### src/agcp_pkg.sv
// Shared constants and types for the ASCII gain command parser.
// Used by the parser top level and its port checker; depends on nothing.
package agcp_pkg;

   localparam int MAX_CHARS_DEFAULT = 16;

   localparam int BYTE_W  = 8;
   localparam int ACC_W   = 63;
   localparam int COUNT_W = 5;

   localparam logic [BYTE_W-1:0] SYM_HASH   = 8'h23;
   localparam logic [BYTE_W-1:0] SYM_P      = 8'h50;
   localparam logic [BYTE_W-1:0] SYM_EQ     = 8'h3D;
   localparam logic [BYTE_W-1:0] SYM_BANG   = 8'h21;
   localparam logic [BYTE_W-1:0] SYM_MINUS  = 8'h2D;
   localparam logic [BYTE_W-1:0] SYM_POINT  = 8'h2E;
   localparam logic [BYTE_W-1:0] DIGIT_BASE = 8'd48;

   typedef enum logic [4:0] {
      PH_WAIT_HASH = 5'b00001,
      PH_WAIT_P    = 5'b00010,
      PH_TAKE_ID   = 5'b00100,
      PH_WAIT_EQ   = 5'b01000,
      PH_TEXT      = 5'b10000
   } phase_type;

endpackage

### src/ascii_gain_command_parser.sv
// Frame parser for '#','P',id,'=',text,'!' commands with on-the-fly decimal conversion.
// Depends on agcp_pkg for symbols, widths and the phase type.
//
// The result of a frame is registered: it appears on rsp_* in the cycle after its '!' item is accepted.
// Throughput: one byte item per cycle; input stalls only while a finished result waits
// under rsp_stall. The text update (accumulator times ten plus digit) completes in the
// cycle the byte is accepted.
// Reset (synchronous, active high): phase returns to waiting for '#', id and text state
// clear, and the result register empties.
module ascii_gain_command_parser
   import agcp_pkg::*;
#(
   parameter int MAX_CHARS = MAX_CHARS_DEFAULT
) (
   input  logic                     clock,
   input  logic                     reset,
   // byte input channel
   input  logic                     req_valid,
   output logic                     req_stall,
   input  logic [BYTE_W-1:0]        req_rx_byte,
   // result channel
   output logic                     rsp_valid,
   input  logic                     rsp_stall,
   output logic [BYTE_W-1:0]        rsp_target_id,
   output logic signed [ACC_W-1:0]  rsp_mantissa,
   output logic [COUNT_W-1:0]       rsp_frac_digits,
   output logic [COUNT_W-1:0]       rsp_text_length,
   output logic                     rsp_overflow
);

   // Parse state
   phase_type           phase_ff, phase_in;
   logic [BYTE_W-1:0]   held_id_ff, held_id_in;
   logic [ACC_W-1:0]    acc_ff, acc_in;
   logic                after_point_ff, after_point_in;
   logic [COUNT_W-1:0]  frac_count_ff, frac_count_in;
   logic                negative_ff, negative_in;
   logic [COUNT_W-1:0]  char_count_ff, char_count_in;
   logic                dropped_ff, dropped_in;

   // Result register
   logic                rsp_valid_ff, rsp_valid_in;
   logic [BYTE_W-1:0]   rsp_id_ff;
   logic [ACC_W-1:0]    rsp_mant_ff;
   logic [COUNT_W-1:0]  rsp_frac_ff;
   logic [COUNT_W-1:0]  rsp_len_ff;
   logic                rsp_ovf_ff;

   logic                accept;
   logic                emit;
   logic [ACC_W-1:0]    digit;
   logic [ACC_W-1:0]    acc_times_ten;
   logic [ACC_W-1:0]    mant_out;

   // Hold the input only while a finished result waits and is stalled.
   assign req_stall = rsp_valid_ff & rsp_stall;
   assign accept    = req_valid & ~req_stall;

   // Digit value is byte minus 48, wrapping for bytes below '0'.
   assign digit         = ACC_W'(req_rx_byte) - ACC_W'(DIGIT_BASE);
   assign acc_times_ten = (acc_ff << 3) + (acc_ff << 1);
   assign mant_out      = negative_ff ? (ACC_W'(0) - acc_ff) : acc_ff;

   always_comb begin
      phase_in       = phase_ff;
      held_id_in     = held_id_ff;
      acc_in         = acc_ff;
      after_point_in = after_point_ff;
      frac_count_in  = frac_count_ff;
      negative_in    = negative_ff;
      char_count_in  = char_count_ff;
      dropped_in     = dropped_ff;
      emit           = 1'b0;

      if (accept) begin
         case (phase_ff)
            PH_WAIT_P: begin
               if (req_rx_byte == SYM_P) phase_in = PH_TAKE_ID;
            end
            PH_TAKE_ID: begin
               // any byte is taken; the id is that byte minus '0'
               held_id_in = req_rx_byte - DIGIT_BASE;
               phase_in   = PH_WAIT_EQ;
            end
            PH_WAIT_EQ: begin
               if (req_rx_byte == SYM_EQ) begin
                  acc_in         = '0;
                  after_point_in = 1'b0;
                  frac_count_in  = '0;
                  negative_in    = 1'b0;
                  char_count_in  = '0;
                  dropped_in     = 1'b0;
                  phase_in       = PH_TEXT;
               end
            end
            PH_TEXT: begin
               if (req_rx_byte == SYM_BANG) begin
                  // close the frame: emit and clear text state
                  emit           = 1'b1;
                  acc_in         = '0;
                  after_point_in = 1'b0;
                  frac_count_in  = '0;
                  negative_in    = 1'b0;
                  char_count_in  = '0;
                  dropped_in     = 1'b0;
                  phase_in       = PH_WAIT_HASH;
               end else if (char_count_ff >= COUNT_W'(MAX_CHARS)) begin
                  // drop characters past the limit, minus and point included
                  dropped_in = 1'b1;
               end else begin
                  char_count_in = char_count_ff + COUNT_W'(1);
                  if (req_rx_byte == SYM_MINUS) begin
                     negative_in = 1'b1;
                  end else if (!after_point_ff && req_rx_byte == SYM_POINT) begin
                     after_point_in = 1'b1;
                  end else begin
                     acc_in = acc_times_ten + digit;
                     if (after_point_ff) frac_count_in = frac_count_ff + COUNT_W'(1);
                  end
               end
            end
            default: begin
               // waiting for '#'; unused phase codes land here too
               phase_in = (req_rx_byte == SYM_HASH) ? PH_WAIT_P : PH_WAIT_HASH;
            end
         endcase
      end
   end

   // Keep a result until taken; a new one may load in the cycle the old one leaves.
   assign rsp_valid_in = emit | (rsp_valid_ff & rsp_stall);

   always_ff @(posedge clock) begin
      if (reset) begin
         phase_ff       <= PH_WAIT_HASH;
         held_id_ff     <= '0;
         acc_ff         <= '0;
         after_point_ff <= 1'b0;
         frac_count_ff  <= '0;
         negative_ff    <= 1'b0;
         char_count_ff  <= '0;
         dropped_ff     <= 1'b0;
         rsp_valid_ff   <= 1'b0;
      end else begin
         phase_ff       <= phase_in;
         held_id_ff     <= held_id_in;
         acc_ff         <= acc_in;
         after_point_ff <= after_point_in;
         frac_count_ff  <= frac_count_in;
         negative_ff    <= negative_in;
         char_count_ff  <= char_count_in;
         dropped_ff     <= dropped_in;
         rsp_valid_ff   <= rsp_valid_in;
      end
   end

   // Result payload: load on emit only, no reset needed.
   always_ff @(posedge clock) begin
      if (emit) begin
         rsp_id_ff   <= held_id_ff;
         rsp_mant_ff <= mant_out;
         rsp_frac_ff <= frac_count_ff;
         rsp_len_ff  <= char_count_ff;
         rsp_ovf_ff  <= dropped_ff;
      end
   end

   assign rsp_valid       = rsp_valid_ff;
   assign rsp_target_id   = rsp_id_ff;
   assign rsp_mantissa    = $signed(rsp_mant_ff);
   assign rsp_frac_digits = rsp_frac_ff;
   assign rsp_text_length = rsp_len_ff;
   assign rsp_overflow    = rsp_ovf_ff;

endmodule

### config.mk
export PLATFORM = sky130hd
export DESIGN_NAME = ascii_gain_command_parser
export DESIGN_NICKNAME = d
export VERILOG_FILES = /design/src/agcp_pkg.sv /design/src/ascii_gain_command_parser.sv
export SDC_FILE = /design/constraint.sdc
export NUM_CORES = 1
export LEC_CHECK = 0
export ABC_AREA = 1
export ABC_CLOCK_PERIOD_IN_PS = 7800
export BUFFER_PORTS_ARGS = -buffer_cell sky130_fd_sc_hd__buf_2
export CAP_MARGIN = 20
export CORE_ASPECT_RATIO = 0.7
export CORE_MARGIN = 3
export CORE_UTILIZATION = 33
export CTS_BUF_LIST = sky130_fd_sc_hd__clkbuf_2
export CTS_CLUSTER_DIAMETER = 100
export DETAILED_ROUTE_END_ITERATION = 7
export HOLD_SLACK_MARGIN = 0.12
export PLACE_DENSITY_LB_ADDON = 0.08
export SLEW_MARGIN = 20
export SYNTH_ARGS = -nofsm -noshare
export SYNTH_HDL_FRONTEND = slang
export SYNTH_SLANG_ARGS = --single-unit
export TNS_END_PERCENT = 50
### constraint.sdc
create_clock -name clock -period 7.8 [get_ports clock]
set_input_delay 0.78 -clock clock [delete_from_list [all_inputs] [get_ports clock]]
set_output_delay 0.78 -clock clock [all_outputs]
set_load 0.05 [all_outputs]
==> results.rst <==
.. list-table::
   :header-rows: 1

   * - Metric
     - Value
   * - F_max
     - 0.227 GHz
   * - Total power
     - 1.59 mW
   * - IR Drop Worst-Case VDD
     - 0.0000747 V
   * - Count of hold buffers inserted by post-cts repair
     - 3
   * - Top-level port count
     - 96
   * - Clock tree from TritonCTS
     - yes
   * - Detailed-route vias per instance
     - 4.85
   * - Detailed Place HPWL
     - 43.3 mm
   * - Final ANT Viol Nets
     - 0
   * - Number of global-route vias before repair
     - 12800
   * - Worst flop-to-flop path startpoint
     - phase_ff[3]
   * - Cell row count
     - 63
   * - Initial detailed-routing violation count
     - 1389
   * - Area fraction of the dominant cell type after synthesis
     - 0.189
   * - Port Buffers
     - 95
   * - Async set-reset flop share out of synthesis
     - 0
   * - Share of synthesized cell area in and, or, nand and nor gates
     - 0.341
   * - Sink Count
     - 172
   * - Max-slew violation count
     - 0
   * - Min Clock Period, post-route
     - 4.41 ns
   * - Nets in the synthesized netlist
     - 2299
   * - Share of layout cells above drive strength 1
     - 0.0741
   * - Number of warnings printed during yosys synthesis
     - 0
   * - CP Launch Type
     - primary input
   * - Final net count
     - 2395
   * - Worst-case clock buffer depth
     - 2
   * - Actual slew at the worst max-slew pin
     - 0.922 ns
   * - Count of final setup violators
     - 0
   * - Share of synthesized cell area in full adder, half adder and majority cells
     - 0.142
   * - Length of the first detailed-routing pass in iterations
     - 7
   * - Die boundary height
     - 181 um
   * - Worst EP required
     - 8.60 ns
   * - CTS root buffer
     - sky130_fd_sc_hd__clkbuf_2
   * - Reg-to-reg endpoint
     - acc_ff[54]
   * - Starting density of the core
     - 0.338
   * - Area overhead of the layout relative to synthesis
     - 9.94%
   * - Skew final
     - 0.0741 ns
   * - Largest family of logic cells by synthesized area
     - simple AND/OR/NAND/NOR gates
   * - Chip Width
     - 256 um
   * - Worst path setup slack after routing
     - 3.39 ns
   * - Origin of the worst min-delay path
     - rsp_stall
   * - Crit-path max cell delay
     - 0.53 ns
   * - Crit path to
     - acc_ff[32]
   * - DRC violation count after routing
     - 0
   * - Wire per inst
     - 18.6 um
   * - Power density cells
     - 99.8 nW/um^2
   * - Leading register cell type out of synthesis
     - sky130_fd_sc_hd__dfxtp_1
   * - Syn Inst Count
     - 2159
   * - Status
     - finished clean
   * - Reg clk slew, reported paths
     - 0.30 ns
   * - Category of the critical setup timing path
     - in2reg
   * - First-pass GRT wire length
     - 80.5 mm
   * - Signal arrival time at the worst endpoint
     - 5.22 ns
   * - Final Routed Wirelength
     - 53.1 mm
   * - Setup slack of the worst register-to-register path
     - 4.21 ns
   * - Cell-by-cell trace of the critical path
     - dlygate4sd3_1 -> buf_2 -> ha_1 -> nor2_4 -> buf_12 -> fa_1 -> ha_1 -> nand2_1 -> nor2_1 -> nand2_1 -> nor2_1 -> a21boi_0 -> nor2_1 -> nand2_1 -> nand3_1 -> a21oi_1
   * - Cell depth of the worst min-delay path
     - 5
   * - Leading post-synthesis cells by cell area
     - sky130_fd_sc_hd__nand2_1 (19%), sky130_fd_sc_hd__edfxtp_1 (17%), sky130_fd_sc_hd__dfxtp_1 (12%)
   * - Final sum of negative setup slack
     - 0 ns
   * - Post-CTS setup buffer count
     - 0
   * - Count of endpoints failing hold in the final timing report
     - 0
   * - Clock Latency Late Sink
     - 0.90 ns
   * - Final weighted congestion in routability-driven placement
     - 0.962
   * - Mux cell area share after synthesis
     - 0
   * - Largest fanout on the critical path
     - 48
   * - XOR/XNOR Fraction of Synth Area
     - 0.0460
   * - Worst hold path class
     - in2reg
   * - Fill count
     - 4701
   * - Largest net degree at the start of global routing
     - 65
   * - Count of distinct cell types in the synthesized netlist
     - 43
   * - Worst slack at placement
     - 3.07 ns
   * - Via count of the routed design
     - 13900
   * - Post-synthesis sequential area ratio
     - 0.294
   * - Max-capacitance violation count
     - 0
   * - Post-Synthesis Mean Instance Area
     - 6.71 um^2
   * - Number of enable flip-flop cells after synthesis
     - 82
   * - Master of the slowest instance on the critical path
     - sky130_fd_sc_hd__dlygate4sd3_1
   * - Flip-flop and latch count after synthesis
     - 172
   * - Global routing usage summed across all routing layers
     - 0.228
   * - Compound-gate portion of the synthesized area
     - 0.0740
   * - Slew margin rel.
     - 0.385
   * - Footprint of the flip-flops and latches
     - 4270 um^2
   * - Depth of the worst register-to-register path
     - 11
   * - Crit end category
     - flop
   * - Initial antenna violation count
     - 1
   * - Overflow left after global routing
     - 0
   * - Total Die Area
     - 46500 um^2
   * - Leakage
     - 8.11 nW
   * - Total of cells resized after clock tree synthesis
     - 0
   * - Placeable core region
     - 42800 um^2
   * - Clock H-tree levels
     - 4
   * - Worst Setup SP
     - req_rx_byte[4]
   * - CTS Buf Count
     - 17
   * - Tcrit/Tclk final
     - 0.566
   * - RSZ-0062 raised after global routing
     - no
   * - Post-Syn Area
     - 14500 um^2
   * - Synth area leader
     - sky130_fd_sc_hd__nand2_1
   * - Multi-input gate area in the final layout
     - 8730 um^2
-- per-stage QoR --
stage | hold WS, ns | utilization | std cells | instance area (um^2)
3_3_place_gp | 0.409 | 0.365 | 2817 | 15600
5_1_grt | 0.160 | 0.372 | 2855 | 15900
4_1_cts | 0.121 | 0.372 | 2852 | 15900
2_1_floorplan | 0.403 | - | 2159 | 14500
6_report | 0.248 | 0.372 | 2855 | 15900
3_5_place_dp | 0.412 | 0.365 | 2817 | 15600
-- per-layer routing --
layer,share of wire,track usage
met1,0.51,0.353
met2,0.41,0.336
met3,0.068,0.0419
met4,0.0085,0.0319
met5,0,0
-- worst min path at each step --
stage / end / slack (ns)
3_3_place_gp: rsp_target_id[1] / 0.41
4_1_cts: acc_ff[0] / 0.12
2_1_floorplan: rsp_target_id[0] / 0.40
3_5_place_dp: rsp_target_id[1] / 0.41
5_1_grt: held_id_ff[5] / 0.16
6_report: rsp_valid / 0.25
-- cell usage after synthesis (3+ instances only) --
cell	number
sky130_fd_sc_hd__buf_4	5
sky130_fd_sc_hd__nor4_1	10
sky130_fd_sc_hd__nor2_1	200
sky130_fd_sc_hd__edfxtp_1	82
sky130_fd_sc_hd__o21ai_1	3
sky130_fd_sc_hd__inv_2	5
sky130_fd_sc_hd__ha_1	68
sky130_fd_sc_hd__o21bai_1	9
sky130_fd_sc_hd__nor3_1	42
sky130_fd_sc_hd__clkbuf_1	18
sky130_fd_sc_hd__nor2_2	5
sky130_fd_sc_hd__fa_1	60
sky130_fd_sc_hd__and2_1	5
sky130_fd_sc_hd__a21oi_1	134
sky130_fd_sc_hd__or2_2	13
sky130_fd_sc_hd__buf_1	4
sky130_fd_sc_hd__xor2_1	58
sky130_fd_sc_hd__inv_1	357
sky130_fd_sc_hd__nand3b_1	9
sky130_fd_sc_hd__nand3_1	133
sky130_fd_sc_hd__nand2_1	730
sky130_fd_sc_hd__o21ai_0	42
sky130_fd_sc_hd__nand4_1	31
sky130_fd_sc_hd__dfxtp_1	90
sky130_fd_sc_hd__xnor2_1	18
sky130_fd_sc_hd__o31ai_1	3
-- cells in the final DEF, fill, tap and decap left out, types with 60 or more instances in the layout --
cell type / count
sky130_fd_sc_hd__ha_1: 68
sky130_fd_sc_hd__a21oi_1: 134
sky130_fd_sc_hd__dfxtp_1: 89
sky130_fd_sc_hd__nand2_1: 730
sky130_fd_sc_hd__nor2_1: 199
sky130_fd_sc_hd__nand3_1: 133
sky130_fd_sc_hd__buf_2: 95
sky130_fd_sc_hd__inv_1: 357
sky130_fd_sc_hd__edfxtp_1: 82
sky130_fd_sc_hd__fa_1: 60
-- area by class of cell --
type                       instances  share of cell area
clock buffer                      18             0.00566
inverter                         364              0.0858
sequential                       172               0.268
tap                              585              0.0460
timing repair buffer             106              0.0365
antenna                            2            0.000314
multi-input combinational       1594               0.549
clock inverter                    14             0.00927
-- power breakdown --
part / switching, mW / internal, mW / total [mW]
registers: 0.00145 / 0.941 / 0.943
logic: 0.0825 / 0.0393 / 0.122
clock network: 0.416 / 0.107 / 0.524
total: 0.500 / 1.09 / 1.59
-- cells by family after synthesis --
family	count (synthesis)
adder cells (fa/ha/maj)	128
flip-flops	172
XOR/XNOR	76
AO/OA/AOI/OAI	202
AND/OR/NAND/NOR	1188
buffers and inverters	393
-- worst max-delay path: cells and delay by family --
| family | cells | cell delay [ns] |
|---|---|---|
| AND/OR/NAND/NOR | 8 | 1.70 |
| AO/OA/AOI/OAI | 2 | 0.50 |
| adder cells (fa/ha/maj) | 3 | 1.16 |
| buffers and inverters | 3 | 1.02 |
-- registers in the layout, indices dropped and copies added, names as in the netlist --
signal / flops
rsp_overflow: 1
negative_ff: 1
after_point_ff: 1
dropped_ff: 1
phase_ff: 5
rsp_target_id: 8
held_id_ff: 8
frac_count_ff: 5
char_count_ff: 5
rsp_mantissa: 63
rsp_valid: 1
rsp_frac_digits: 5
acc_ff: 63
rsp_text_length: 5
No activity file was read; power rests on OpenSTA's default activity.
